**config.mk**
```make
export PLATFORM = sky130hd
export DESIGN_NAME = moe_topk_router_top_flat
export DESIGN_NICKNAME = d
export VERILOG_FILES = /design/src/sv/mtr_pkg.sv /design/src/sv/mtr_if.sv /design/src/sv/mtr_ctrl.sv /design/src/sv/mtr_dp.sv /design/src/sv/moe_topk_router_top.sv /design/src/flat_wrapper.sv
export SDC_FILE = /design/constraint.sdc
export NUM_CORES = 2
export LEC_CHECK = 0
export BUFFER_PORTS_ARGS = -buffer_cell sky130_fd_sc_hd__buf_2
export CAP_MARGIN = 10
export CORE_UTILIZATION = 50
export CTS_CLUSTER_SIZE = 8
export DETAILED_ROUTE_END_ITERATION = 10
export PLACE_DENSITY = 0.65
export SYNTH_ARGS = -nofsm -noshare
export SYNTH_HDL_FRONTEND = slang
export SYNTH_SLANG_ARGS = --single-unit
```
**constraint.sdc**
```tcl
create_clock -name clk -period 14.5 [get_ports clk]
set_input_delay 0.725 -clock clk [delete_from_list [all_inputs] [get_ports clk]]
set_output_delay 0.725 -clock clk [all_outputs]
set_load 0.01 [all_outputs]
```
**src/sv/mtr_pkg.sv**
```systemverilog
`default_nettype none
package mtr_pkg;

  localparam int SCORE_BITS  = 16;
  localparam int ID_BITS     = 6;
  localparam int POS_BITS    = 7;
  localparam int WEIGHT_BITS = SCORE_BITS + 1;
  localparam int ECODE_BITS  = 2;

  localparam int EC_BITS   = 7;
  localparam int AC_BITS   = 4;
  localparam int BAND_BITS = 17;
  localparam int CFG_IDX_BITS  = 2;
  localparam int CFG_DATA_BITS = 17;

  localparam logic [CFG_IDX_BITS-1:0] CFG_EXPERT_COUNT = 2'd0;
  localparam logic [CFG_IDX_BITS-1:0] CFG_ACTIVE_COUNT = 2'd1;
  localparam logic [CFG_IDX_BITS-1:0] CFG_SCORE_BAND   = 2'd2;

  localparam logic [EC_BITS-1:0]   EC_RESET   = 7'd64;
  localparam logic [AC_BITS-1:0]   AC_RESET   = 4'd2;
  localparam logic [BAND_BITS-1:0] BAND_ONE   = 17'h10000;

  localparam logic [ECODE_BITS-1:0] ERR_NONE = 2'd0;
  localparam logic [ECODE_BITS-1:0] ERR_CFG  = 2'd1;
  localparam logic [ECODE_BITS-1:0] ERR_LEN  = 2'd2;

  localparam logic [POS_BITS-1:0] POS_MAX = 7'd127;

  typedef struct packed {
    logic insert;
    logic prep;
    logic sum_step;
    logic idx_clr;
    logic idx_inc;
    logic div_start;
    logic div_step;
    logic load_res;
    logic load_err;
  } cmd_t;

  typedef struct packed {
    logic [ECODE_BITS-1:0] err;
    logic n_zero;
    logic idx_last;
    logic idx_end;
    logic total_zero;
    logic cur_keep;
    logic cur_last;
    logic div_done;
    logic out_free;
  } status_t;

endpackage
`default_nettype wire

```
**src/sv/mtr_if.sv**
```systemverilog
`default_nettype none
interface mtr_in_if;
  logic                           valid;
  logic                           ready;
  logic [mtr_pkg::SCORE_BITS-1:0] prob;
  logic                           row_end;
  modport source (output valid, output prob, output row_end, input ready);
  modport sink (input valid, input prob, input row_end, output ready);
endinterface

interface mtr_out_if;
  logic                            valid;
  logic                            ready;
  logic [mtr_pkg::ID_BITS-1:0]     expert_id;
  logic [mtr_pkg::WEIGHT_BITS-1:0] weight;
  logic                            last;
  logic [mtr_pkg::ECODE_BITS-1:0]  error_code;
  modport source (output valid, output expert_id, output weight, output last,
                  output error_code, input ready);
  modport sink (input valid, input expert_id, input weight, input last,
                input error_code, output ready);
endinterface
`default_nettype wire

```
**src/sv/mtr_ctrl.sv**
```systemverilog
`default_nettype none
module mtr_ctrl (
  input  wire logic             clk,
  input  wire logic             rst_n,
  input  wire logic             in_valid,
  input  wire logic             in_row_end,
  output logic                  in_ready,
  input  wire mtr_pkg::status_t sts,
  output mtr_pkg::cmd_t         cmd
);

  localparam logic [2:0] S_IDLE = 3'd0;
  localparam logic [2:0] S_PREP = 3'd1;
  localparam logic [2:0] S_SUM  = 3'd2;
  localparam logic [2:0] S_SEL  = 3'd3;
  localparam logic [2:0] S_DIV  = 3'd4;
  localparam logic [2:0] S_EMIT = 3'd5;
  localparam logic [2:0] S_ERR  = 3'd6;

  logic [2:0] state_r, state_nxt;

  always_comb begin
    state_nxt = state_r;
    cmd       = '0;
    in_ready  = 1'b0;
    case (state_r)
      S_IDLE: begin
        in_ready = 1'b1;
        if (in_valid) begin
          cmd.insert = 1'b1;
          if (in_row_end) state_nxt = S_PREP;
        end
      end
      S_PREP: begin
        if (sts.err != mtr_pkg::ERR_NONE) begin
          state_nxt = S_ERR;
        end else if (sts.n_zero) begin
          state_nxt = S_IDLE;
        end else begin
          cmd.prep  = 1'b1;
          state_nxt = S_SUM;
        end
      end
      S_SUM: begin
        cmd.sum_step = 1'b1;
        if (sts.idx_last) begin
          cmd.idx_clr = 1'b1;
          state_nxt   = S_SEL;
        end
      end
      S_SEL: begin
        if (sts.total_zero || sts.idx_end) begin
          state_nxt = S_IDLE;
        end else if (sts.cur_keep) begin
          cmd.div_start = 1'b1;
          state_nxt     = S_DIV;
        end else begin
          cmd.idx_inc = 1'b1;
        end
      end
      S_DIV: begin
        cmd.div_step = 1'b1;
        if (sts.div_done) state_nxt = S_EMIT;
      end
      S_EMIT: begin
        if (sts.out_free) begin
          cmd.load_res = 1'b1;
          if (sts.cur_last) begin
            state_nxt = S_IDLE;
          end else begin
            cmd.idx_inc = 1'b1;
            state_nxt   = S_SEL;
          end
        end
      end
      S_ERR: begin
        if (sts.out_free) begin
          cmd.load_err = 1'b1;
          state_nxt    = S_IDLE;
        end
      end
      default: state_nxt = S_IDLE;
    endcase
  end

  always_ff @(posedge clk) begin
    if (!rst_n) state_r <= S_IDLE;
    else state_r <= state_nxt;
  end

endmodule
`default_nettype wire

```
**src/sv/mtr_dp.sv**
```systemverilog
`default_nettype none
module mtr_dp #(
  parameter int MAX_EXPERTS = 64,
  parameter int MAX_ACTIVE  = 8
) (
  input  wire logic                                clk,
  input  wire logic                                rst_n,
  input  wire logic                                cfg_we,
  input  wire logic [mtr_pkg::CFG_IDX_BITS-1:0]    cfg_idx,
  input  wire logic [mtr_pkg::CFG_DATA_BITS-1:0]   cfg_data,
  input  wire logic [mtr_pkg::SCORE_BITS-1:0]      in_prob,
  input  wire logic                                in_row_end,
  input  wire mtr_pkg::cmd_t                       cmd,
  output mtr_pkg::status_t                         sts,
  input  wire logic                                out_ready,
  output logic                                     out_valid,
  output logic [mtr_pkg::ID_BITS-1:0]              out_expert_id,
  output logic [mtr_pkg::WEIGHT_BITS-1:0]          out_weight,
  output logic                                     out_last,
  output logic [mtr_pkg::ECODE_BITS-1:0]           out_error_code
);

  localparam int SB  = mtr_pkg::SCORE_BITS;
  localparam int QW  = mtr_pkg::WEIGHT_BITS;
  localparam int CW  = $clog2(MAX_ACTIVE + 1);
  localparam int IW  = (MAX_ACTIVE > 1) ? $clog2(MAX_ACTIVE) : 1;
  localparam int SW  = SB + CW;
  localparam int TW  = 2 * SB + 1;
  localparam int QCW = $clog2(QW);

  logic [mtr_pkg::EC_BITS-1:0]   ec_r;
  logic [mtr_pkg::AC_BITS-1:0]   ac_r;
  logic [mtr_pkg::BAND_BITS-1:0] band_r;

  logic [SB-1:0]                 score_r [MAX_ACTIVE];
  logic [mtr_pkg::ID_BITS-1:0]   id_r    [MAX_ACTIVE];
  logic [CW-1:0]                 held_r;
  logic [mtr_pkg::POS_BITS-1:0]  pos_r;
  logic [CW-1:0]                 n_r;
  logic [mtr_pkg::ECODE_BITS-1:0] err_r;

  logic [TW-1:0]         thr_r;
  logic                  prune_en_r;
  logic [MAX_ACTIVE-1:0] keep_r;
  logic [SW-1:0]         total_r;
  logic [CW-1:0]         idx_r;
  logic [SW:0]           rem_r;
  logic [QW-1:0]         quo_r;
  logic [QCW-1:0]        cnt_r;

  logic                  out_valid_r;
  logic [mtr_pkg::ID_BITS-1:0]    out_id_r;
  logic [QW-1:0]                  out_weight_r;
  logic                           out_last_r;
  logic [mtr_pkg::ECODE_BITS-1:0] out_code_r;

  // Insertion into the sorted list, all positions compared at once.
  logic [CW-1:0]         lim, held_c, held_ins;
  logic [MAX_ACTIVE:0]   gx;
  logic [SB-1:0]         sc_ext [MAX_ACTIVE+1];
  logic [mtr_pkg::ID_BITS-1:0] id_ext [MAX_ACTIVE+1];
  logic [SB-1:0]         score_ins [MAX_ACTIVE];
  logic [mtr_pkg::ID_BITS-1:0] id_ins [MAX_ACTIVE];
  logic [mtr_pkg::ECODE_BITS-1:0] err_now;
  logic                  cfg_bad;

  always_comb begin
    if ({28'd0, ac_r} > 32'(MAX_ACTIVE)) lim = CW'(MAX_ACTIVE);
    else lim = CW'(ac_r);
    held_c = (held_r > lim) ? lim : held_r;
    held_ins = (held_c < lim) ? held_c + CW'(1) : held_c;
    gx[0]     = 1'b1;
    sc_ext[0] = '0;
    id_ext[0] = '0;
    for (int p = 0; p < MAX_ACTIVE; p++) begin
      gx[p+1]     = (p < int'(held_c)) && (score_r[p] >= in_prob);
      sc_ext[p+1] = score_r[p];
      id_ext[p+1] = id_r[p];
    end
    for (int p = 0; p < MAX_ACTIVE; p++) begin
      score_ins[p] = score_r[p];
      id_ins[p]    = id_r[p];
      if (p < int'(lim) && !gx[p+1]) begin
        if (gx[p]) begin
          score_ins[p] = in_prob;
          id_ins[p]    = pos_r[mtr_pkg::ID_BITS-1:0];
        end else begin
          score_ins[p] = sc_ext[p];
          id_ins[p]    = id_ext[p];
        end
      end
    end
    cfg_bad = (ec_r == '0) || ({25'd0, ec_r} > 32'(MAX_EXPERTS)) ||
              (ac_r == '0) || ({28'd0, ac_r} > 32'(MAX_ACTIVE)) ||
              ({3'd0, ac_r} > ec_r);
    if (cfg_bad) err_now = mtr_pkg::ERR_CFG;
    else if ({1'b0, pos_r} + 8'd1 != {1'b0, ec_r}) err_now = mtr_pkg::ERR_LEN;
    else err_now = mtr_pkg::ERR_NONE;
  end

  // Per-entry prune, keep and division signals.
  logic [SB-1:0] cur_w;
  logic          cur_pruned, cur_kp, more;
  logic          div_ge;
  logic [SW:0]   rem_sub;

  always_comb begin
    cur_w      = score_r[idx_r[IW-1:0]];
    cur_pruned = prune_en_r && ({1'b0, cur_w, {SB{1'b0}}} < thr_r);
    cur_kp     = !cur_pruned && (cur_w != '0);
    more       = 1'b0;
    for (int p = 0; p < MAX_ACTIVE; p++) begin
      if (p > int'(idx_r) && keep_r[p]) more = 1'b1;
    end
    div_ge  = rem_r >= {1'b0, total_r};
    rem_sub = div_ge ? rem_r - {1'b0, total_r} : rem_r;
  end

  always_comb begin
    sts            = '0;
    sts.err        = err_r;
    sts.n_zero     = (n_r == '0);
    sts.idx_last   = (idx_r + CW'(1) == n_r);
    sts.idx_end    = (idx_r >= n_r);
    sts.total_zero = (total_r == '0);
    sts.cur_keep   = keep_r[idx_r[IW-1:0]];
    sts.cur_last   = !more;
    sts.div_done   = (cnt_r == QCW'(QW - 1));
    sts.out_free   = !out_valid_r || out_ready;
  end

  always_ff @(posedge clk) begin
    if (!rst_n) begin
      ec_r   <= mtr_pkg::EC_RESET;
      ac_r   <= mtr_pkg::AC_RESET;
      band_r <= mtr_pkg::BAND_ONE;
    end else if (cfg_we) begin
      case (cfg_idx)
        mtr_pkg::CFG_EXPERT_COUNT: ec_r   <= cfg_data[mtr_pkg::EC_BITS-1:0];
        mtr_pkg::CFG_ACTIVE_COUNT: ac_r   <= cfg_data[mtr_pkg::AC_BITS-1:0];
        mtr_pkg::CFG_SCORE_BAND:   band_r <= cfg_data[mtr_pkg::BAND_BITS-1:0];
        default: ;
      endcase
    end
  end

  always_ff @(posedge clk) begin
    if (!rst_n) begin
      held_r <= '0;
      pos_r  <= '0;
      n_r    <= '0;
      err_r  <= mtr_pkg::ERR_NONE;
      for (int p = 0; p < MAX_ACTIVE; p++) begin
        score_r[p] <= '0;
        id_r[p]    <= '0;
      end
    end else if (cmd.insert) begin
      for (int p = 0; p < MAX_ACTIVE; p++) begin
        score_r[p] <= score_ins[p];
        id_r[p]    <= id_ins[p];
      end
      if (in_row_end) begin
        held_r <= '0;
        pos_r  <= '0;
        n_r    <= held_ins;
        err_r  <= err_now;
      end else begin
        held_r <= held_ins;
        if (pos_r < mtr_pkg::POS_MAX) pos_r <= pos_r + 7'd1;
      end
    end
  end

  always_ff @(posedge clk) begin
    if (cmd.prep) begin
      thr_r      <= TW'(mtr_pkg::BAND_ONE - band_r) * TW'(score_r[0]);
      prune_en_r <= band_r < mtr_pkg::BAND_ONE;
      keep_r     <= '0;
      total_r    <= '0;
    end else if (cmd.sum_step) begin
      keep_r[idx_r[IW-1:0]] <= cur_kp;
      total_r <= total_r + (cur_kp ? SW'(cur_w) : SW'(0));
    end
    if (cmd.prep || cmd.idx_clr) idx_r <= '0;
    else if (cmd.sum_step || cmd.idx_inc) idx_r <= idx_r + CW'(1);
    // Restoring division, one quotient bit per cycle, MSB first.
    if (cmd.div_start) begin
      rem_r <= (SW + 1)'(cur_w);
      quo_r <= '0;
      cnt_r <= '0;
    end else if (cmd.div_step) begin
      rem_r <= {rem_sub[SW-1:0], 1'b0};
      quo_r <= {quo_r[QW-2:0], div_ge};
      cnt_r <= cnt_r + QCW'(1);
    end
  end

  always_ff @(posedge clk) begin
    if (!rst_n) begin
      out_valid_r <= 1'b0;
    end else if (cmd.load_res || cmd.load_err) begin
      out_valid_r <= 1'b1;
    end else if (out_ready) begin
      out_valid_r <= 1'b0;
    end
  end

  always_ff @(posedge clk) begin
    if (cmd.load_err) begin
      out_id_r     <= '0;
      out_weight_r <= '0;
      out_last_r   <= 1'b1;
      out_code_r   <= err_r;
    end else if (cmd.load_res) begin
      out_id_r     <= id_r[idx_r[IW-1:0]];
      out_weight_r <= quo_r;
      out_last_r   <= !more;
      out_code_r   <= mtr_pkg::ERR_NONE;
    end
  end

  assign out_valid      = out_valid_r;
  assign out_expert_id  = out_id_r;
  assign out_weight     = out_weight_r;
  assign out_last       = out_last_r;
  assign out_error_code = out_code_r;

endmodule
`default_nettype wire

```
**src/sv/moe_topk_router_top.sv**
```systemverilog
// Top-k expert router for one mixture-of-experts token row.
// in_ch carries one Q0.16 expert score per beat; row_end marks the row's last
// score, and the expert number is the score's position in the row.
// out_ch carries result beats: expert_id, Q1.16 weight, last and error_code.
// Configuration (expert_count, active_count, pruning band) is written through
// cfg_we/cfg_idx/cfg_data while the router is idle; the user must keep to
// this; the router does not enforce it. A score that does not end a row is
// put in the sorted list as it is taken, against all kept entries at once.
// At row end the router stops taking beats: it checks the row and forms the
// pruning threshold, steps through every held entry to mark the kept ones
// and sum their weights, then selects each emitted expert, runs the 17-step
// restoring divider and loads the output; a skipped entry is passed over in select.
// An error row holds off the input until its single beat is loaded.
// The single output register holds a beat while out_ch.ready is low; the
// router then waits before loading the next result.
// Reset restores the configuration defaults, empties the kept list and
// clears the output valid.
`default_nettype none
module moe_topk_router_top #(
  parameter int MAX_EXPERTS = 64,
  parameter int MAX_ACTIVE  = 8
) (
  input  wire logic                              clk,
  input  wire logic                              rst_n,
  mtr_in_if.sink                                 in_ch,
  mtr_out_if.source                              out_ch,
  input  wire logic                              cfg_we,
  input  wire logic [mtr_pkg::CFG_IDX_BITS-1:0]  cfg_idx,
  input  wire logic [mtr_pkg::CFG_DATA_BITS-1:0] cfg_data
);

  mtr_pkg::cmd_t    cmd;
  mtr_pkg::status_t sts;

  mtr_ctrl u_ctrl (
    .clk        (clk),
    .rst_n      (rst_n),
    .in_valid   (in_ch.valid),
    .in_row_end (in_ch.row_end),
    .in_ready   (in_ch.ready),
    .sts        (sts),
    .cmd        (cmd)
  );

  mtr_dp #(
    .MAX_EXPERTS (MAX_EXPERTS),
    .MAX_ACTIVE  (MAX_ACTIVE)
  ) u_dp (
    .clk            (clk),
    .rst_n          (rst_n),
    .cfg_we         (cfg_we),
    .cfg_idx        (cfg_idx),
    .cfg_data       (cfg_data),
    .in_prob        (in_ch.prob),
    .in_row_end     (in_ch.row_end),
    .cmd            (cmd),
    .sts            (sts),
    .out_ready      (out_ch.ready),
    .out_valid      (out_ch.valid),
    .out_expert_id  (out_ch.expert_id),
    .out_weight     (out_ch.weight),
    .out_last       (out_ch.last),
    .out_error_code (out_ch.error_code)
  );

endmodule
`default_nettype wire

```
**src/flat_wrapper.sv**
```systemverilog
// flat-port wrapper written by rule: the top's interface ports become plain ports
module moe_topk_router_top_flat 
#(
  parameter int MAX_EXPERTS = 64,
  parameter int MAX_ACTIVE  = 8
)
  (clk, rst_n, cfg_we, cfg_idx, cfg_data, in_ch_valid, in_ch_prob, in_ch_row_end, in_ch_ready, out_ch_valid, out_ch_expert_id, out_ch_weight, out_ch_last, out_ch_error_code, out_ch_ready);
  mtr_in_if in_ch_i ();
  mtr_out_if out_ch_i ();
  input  wire logic clk;
  input  wire logic rst_n;
  input  wire logic cfg_we;
  input  wire logic [mtr_pkg::CFG_IDX_BITS-1:0] cfg_idx;
  input  wire logic [mtr_pkg::CFG_DATA_BITS-1:0] cfg_data;
  input wire logic [$bits(in_ch_i.valid)-1:0] in_ch_valid;
  input wire logic [$bits(in_ch_i.prob)-1:0] in_ch_prob;
  input wire logic [$bits(in_ch_i.row_end)-1:0] in_ch_row_end;
  output wire logic [$bits(in_ch_i.ready)-1:0] in_ch_ready;
  output wire logic [$bits(out_ch_i.valid)-1:0] out_ch_valid;
  output wire logic [$bits(out_ch_i.expert_id)-1:0] out_ch_expert_id;
  output wire logic [$bits(out_ch_i.weight)-1:0] out_ch_weight;
  output wire logic [$bits(out_ch_i.last)-1:0] out_ch_last;
  output wire logic [$bits(out_ch_i.error_code)-1:0] out_ch_error_code;
  input wire logic [$bits(out_ch_i.ready)-1:0] out_ch_ready;
  assign in_ch_i.valid = in_ch_valid;
  assign in_ch_i.prob = in_ch_prob;
  assign in_ch_i.row_end = in_ch_row_end;
  assign in_ch_ready = in_ch_i.ready;
  assign out_ch_valid = out_ch_i.valid;
  assign out_ch_expert_id = out_ch_i.expert_id;
  assign out_ch_weight = out_ch_i.weight;
  assign out_ch_last = out_ch_i.last;
  assign out_ch_error_code = out_ch_i.error_code;
  assign out_ch_i.ready = out_ch_ready;
  moe_topk_router_top #(.MAX_EXPERTS(MAX_EXPERTS), .MAX_ACTIVE(MAX_ACTIVE)) u_core (.clk(clk), .rst_n(rst_n), .in_ch(in_ch_i), .out_ch(out_ch_i), .cfg_we(cfg_we), .cfg_idx(cfg_idx), .cfg_data(cfg_data));
endmodule
```
# Word-level counts from Yosys, hierarchy flattened
# Memory sizes are Yosys's and may differ from the RTL's. A register that Yosys moved wholly into a read port is not among the register bits.
# Index checks and enable logic that the tools add are counted.
[classes]
addsub = 8
mul = 1
magnitude_cmp = 43
eq_ne = 19
n_mux = 111
bitwise = 16
n_reduce_logical = 65
[ops]
columns = ["cell", "n"]
rows = [
  ["$mux W16", 26],
  ["$mux W6", 23],
  ["$ge A16 B16 Y1", 8],
  ["$lt A32 B33 Y1", 1],
  ["$mul A18 B17 Y33", 1],
  ["$mux W3", 11],
  ["$lt A3 B4 Y1 const A", 8],
  ["$mux W1", 31],
  ["$logic_and A1 B1 Y1", 26],
  ["$ge A21 B20 Y1", 1],
  ["$pmux W3 S7", 1],
  ["$add A20 B16 Y20", 1],
  ["$logic_not A20 Y1", 1],
  ["$mux W20", 1],
  ["$sub A20 B20 Y20", 1],
  ["$sub A17 B17 Y18 const A", 1],
  ["$lt A17 B17 Y1 const B", 1],
  ["$gt A3 B4 Y1 const A", 4],
  ["$lt A1 B4 Y1 const A", 4],
  ["$lt A2 B4 Y1 const A", 4],
  ["$mux W2", 8],
  ["$mux W4", 4],
  ["$or A1 B1 Y1", 16],
  ["$reduce_bool A16 Y1", 1],
  ["other kinds (41)", 79],
]
[totals]
ff_bits = 178
ramBits = 176
input_bits = 41
out_inout_bits = 28
word_cells = 286
n_memories = 2
[memory_table]
columns = ["name", "words", "width", "rd", "rd_clocked_by_memory_dff", "wr", "line", "text"]
rows = [
  ["u_core.u_dp.score_r", 8, 16, 9, 1, 8, "mtr_dp.sv:35", "logic [SB-1:0] score_r [MAX_ACTIVE];"],
  ["u_core.u_dp.id_r", 8, 6, 8, 1, 8, "mtr_dp.sv:36", "logic [mtr_pkg::ID_BITS-1:0] id_r [MAX_ACTIVE];"],
]

# Logic depth before layout (Yosys ltp)
[depth]
word_depth = 15
depth_mapped = 31
ltp_nobuf = 30

# Cells and area by module
# Synthesis repeated with hierarchy kept, for this count alone.
[unflattened]
cells_unflattened = 3549
hier_area_um2 = 33692.3
[modules_own_cells]
columns = ["mod", "instances", "cells_each", "area_per_inst_um2", "seq_area_each_um2"]
rows = [
  ["mtr_dp", 1, 3501, 33344.5, 9489.1],
  ["mtr_ctrl", 1, 48, 347.8, 60.1],
]

# Worst setup path after synthesis
# No wires, ideal clock.
[synth_path]
kind = "register to register"
start = "reg u_core.u_dp.band_r[2] (netlist bit)"
end = "reg u_core.u_dp.thr_r[32] (data pin)"
setup_ns = 0.258
t_arrival_ns = 7.271
t_required_ns = 14.242
setup_slack_ns = 6.971
path_stages_with_launch = 30
path_buffers = 1
synth_period_minus_slack_ns = 7.529
path_cell_list = "dfxtp_1 -> nor2_1 -> nand2_1 -> nor4_1 -> nand2b_1 -> or4_1 -> o31a_1 -> clkbuf_1 -> nand2_1 -> inv_1 -> fa_1 -> inv_1 -> fa_1 -> inv_1 -> fa_1 -> fa_1 -> fa_1 -> inv_1 -> fa_1 -> inv_1 -> ha_1 -> a21o_1 -> a21o_1 -> a211oi_1 -> o21ai_0 -> a31oi_1 -> o31ai_1 -> o21a_1 -> nor2_1 -> xnor2_1"
[synth_between]
elab_chain_len = 2
[synth_rtl]
columns = ["item", "line", "text"]
rows = [
  ["start, declared", "mtr_dp.sv:33", "logic [mtr_pkg::BAND_BITS-1:0] band_r;"],
  ["start signal, assigned", "mtr_dp.sv:136", "band_r <= mtr_pkg::BAND_ONE;"],
  ["start signal, assigned", "mtr_dp.sv:141", "mtr_pkg::CFG_SCORE_BAND: band_r <= cfg_data[mtr_pkg::BAND_BITS-1:0];"],
  ["$sub A17 B17 Y18", "mtr_dp.sv:176", "thr_r <= TW'(mtr_pkg::BAND_ONE - band_r) * TW'(score_r[0]);"],
  ["$mul A18 B17 Y33", "mtr_dp.sv:176", ""],
  ["end signal, assigned", "mtr_dp.sv:176", ""],
  ["end, declared", "mtr_dp.sv:42", "logic [TW-1:0] thr_r;"],
]
# No other way between the ends.
# A chain may end at the register's enable or synchronous reset.

# Worst setup path in the final report
[layout_path]
start = "reg u_core.u_dp.band_r[0] (netlist bit)"
end = "reg u_core.u_dp.thr_r[32] (data pin)"
# Same word-level chain as after synthesis.

==> impl_results.md <==
* Status: complete, no violations
* Post-synthesis cell count at 3512
* Area Overhead vs Synth at 7.81%
* Total CTS buffers at 51
* Type of the worst min-delay path: input port to flop
* WL met1 at 37000 microns
* Final setup viols at 0
* Starting density of the core at 0.506
* Yosys top cell by area: edfxtp_1
* Max_cap viols at 0
* Pre-antenna DRT Iters at 7
* Synth Flop Type: edfxtp_1
* Die area at 67500 sq um
* CP max stage cell: dfxtp_1
* Mapped Nets at 4120
* Final net count at 4110
* Hold bufs inserted after CTS at 0
* IO Count at 69
* RSZ-0062 raised after global routing: no
* Met2 wire len at 39400 microns
* Number of synthesized flops with an enable pin at 228
* Startpoint class of the critical path: flop
* Worst-Skew Late Latency at 600 ps
* Highest Clock Rate at 0.119 GHz
* Global-route wire length before repair at 134000 microns
* Synth async-reset ratio at 0
* Clock sink count at 363
* DR WL/cell at 19.0 microns
* Pins Over Slew Limit at 0
* Clk slew on worst S/H paths at 60 ps
* Worst Tran Pin Value at 1150 ps
* Width of the die at 260 microns
* TritonCTS clock tree: yes
* Syn_area_per_cell at 9.47 sq um
* WL final at 83400 microns
* Crit. End Element: flop
* Worst Path Arrival at 8770 ps
* Initial antenna violation count at 2
* Longest Clk Path Bufs at 3
* Share of cells above drive strength 1 at 0.0711
* DP Wirelength at 62600 microns
* Row count at 94
* Crit path top cell by count: inv_1
* Critical path data required time at 14840 ps
* GP Congestion at 0.899
* Synth top area cells: edfxtp_1 (21%), fa_1 (17%), ha_1 (11%)
* Clk root buf: clkbuf_16
* Hold violation count in the final report at 0
* DRC at 0
* Vias in the first global route at 24400
* Post-CTS setup buffer count at 0
* ANT nets after route at 0
* Non-Filler Instances at 4394
* Routed wl met3 at 4900 microns
* DR vias/cell at 5.59
* CP max stage delay at 570 ps
* Minimum clock period at 8430 ps
* Core ar. at 65700 sq um
* Count of different cell masters after synthesis at 85
* Sequential fraction of the synthesis area at 0.287
* Pin count of the biggest net entering global routing at 96
* Placed insts at 4313
* GR Overflow Total at 0
* Fin Setup TNS at 0 ps
* H-tree Lvls at 2
* Synthesized flop and latch total at 363
* GRT Total Usage at 0.251
* Initial DRC count at 1705
* Sequential cell area at 9550 sq um
* Setup Skew at 28.1 ps
* Synthesized area at 33200 sq um
* Footprint of the multi-input gates at 21200 sq um
* Worst setup path category: flop to flop
* Slew headroom at 0.210
* Post-synth top area share at 0.206
* Crit-path max FO at 20
* Post-CTS sizing at 0
* Top sig layer: met5
* I/O Buffers at 68
* Final worst-path cycle share at 0.582
* Via count at 24500
* Yosys warns at 0
* Die height at 260 microns
* Fillers at 5986
## worst paths after layout
check	depth (start not counted)	slack (ps)	end	start
setup / recovery	30	6070	u_core.u_dp.thr_r[32]$_DFFE_PP_	u_core.u_dp.band_r[0]$_SDFFE_PN0P_
hold / removal	3	340	u_core.u_dp.band_r[16]$_SDFFE_PN1P_	cfg_data[16]
setup reg to reg	30	6070	u_core.u_dp.thr_r[32]$_DFFE_PP_	u_core.u_dp.band_r[0]$_SDFFE_PN0P_
hold reg to reg	2	450	u_core.u_dp.out_weight[7]$_SDFFE_PP0P_	u_core.u_dp.out_weight[7]$_SDFFE_PP0P_
## critical path, delay by kind of cell (launching register included)
kind            cells  cell delay [ps]
xor+xnor            1               80
flops               1              570
compound gates      7             1320
fa+ha+maj           9             4060
simple gates        6             1580
buf+inv             7              550
## logic make-up after synthesis
logic type,synth area share
DFF,0.287
and+or+nand+nor,0.150
buffers and inverters,0.0769
adders and majority gates,0.276
muxes,0.0794
xor gates and xnor gates,0.0306
AOI/OAI and AO/OA,0.100
## layout make-up
class / instances / area share
multi-input cells: 2488 / 0.593
flip-flops and latches: 363 / 0.266
inverters: 485 / 0.0508
clock buffers: 78 / 0.0396
well taps: 864 / 0.0302
repair buffers: 113 / 0.0189
clock inverters: 2 / 0.00129
diodes: 1 / 0.0000698
## state kept, by name (all words and copies together), names as in the netlist, 6 cells and up, named ones only
register / flops
u_core.u_dp.rem_r: 21
u_core.u_dp.out_weight: 17
u_core.u_dp.thr_r: 33
u_core.u_dp.band_r: 17
u_core.u_dp.out_expert_id: 6
u_core.u_dp.total_r: 20
u_core.u_dp.id_r: 48
u_core.u_dp.pos_r: 7
u_core.u_dp.keep_r: 8
u_core.u_dp.score_r: 128
u_core.u_dp.quo_r: 17
u_core.u_dp.ec_r: 7
## cells in the mapped netlist (all sizes together) (99+ instances only)
library cell,n
edfxtp,228
a21oi,169
nand2,379
and2,184
fa,276
inv,484
ha,291
o21ai,99
nor2,306
mux2i,185
dfxtp,135
clkbuf,141
## metrics by stage
step           hold WS (ps)  setup WS (ps)  cell area, sq um  utilization
6_report                340           6070             35800        0.545
5_1_grt                 348           5480             35800        0.545
2_1_floorplan           432           6970             33200            -
3_3_place_gp            441           6280             34400        0.523
4_1_cts                 316           6090             35800        0.545
3_5_place_dp            443           6110             34400        0.523
## layout by cell type, fill, tap and decap left out, types with 6 or more instances in the layout
cell type	count
o21ai_0	92
a211oi_1	25
dfxtp_1	133
clkbuf_16	52
inv_1	483
clkbuf_1	24
and3_1	14
nand2_1	378
a21oi_1	166
a22oi_1	31
ha_1	291
and2_1	182
nor4_1	21
nand3_1	22
or3_1	8
mux2_2	6
nand4_1	26
a2111oi_0	9
fa_1	276
o21a_1	16
buf_4	45
edfxtp_1	228
mux4_2	32
o22ai_1	8
o31ai_1	9
a22o_1	6
nor2b_1	26
a31oi_1	12
nand2b_1	25
buf_2	68
a21o_1	55
nor2_1	306
mux2i_1	185
nor3_1	28
o21bai_1	7
xnor2_1	79
xor2_1	35
## layer usage
metal / up-vias / global-route usage
met1: 12000 / 0.342
met3: 111 / 0.0346
li1: 11700 / -
met5: - / 0
met4: 2 / 0.0714
met2: 698 / 0.418
Power is left out: the tool's default activity adds up to more than one toggle a clock period on the data nets, which glitch-free logic cannot reach.
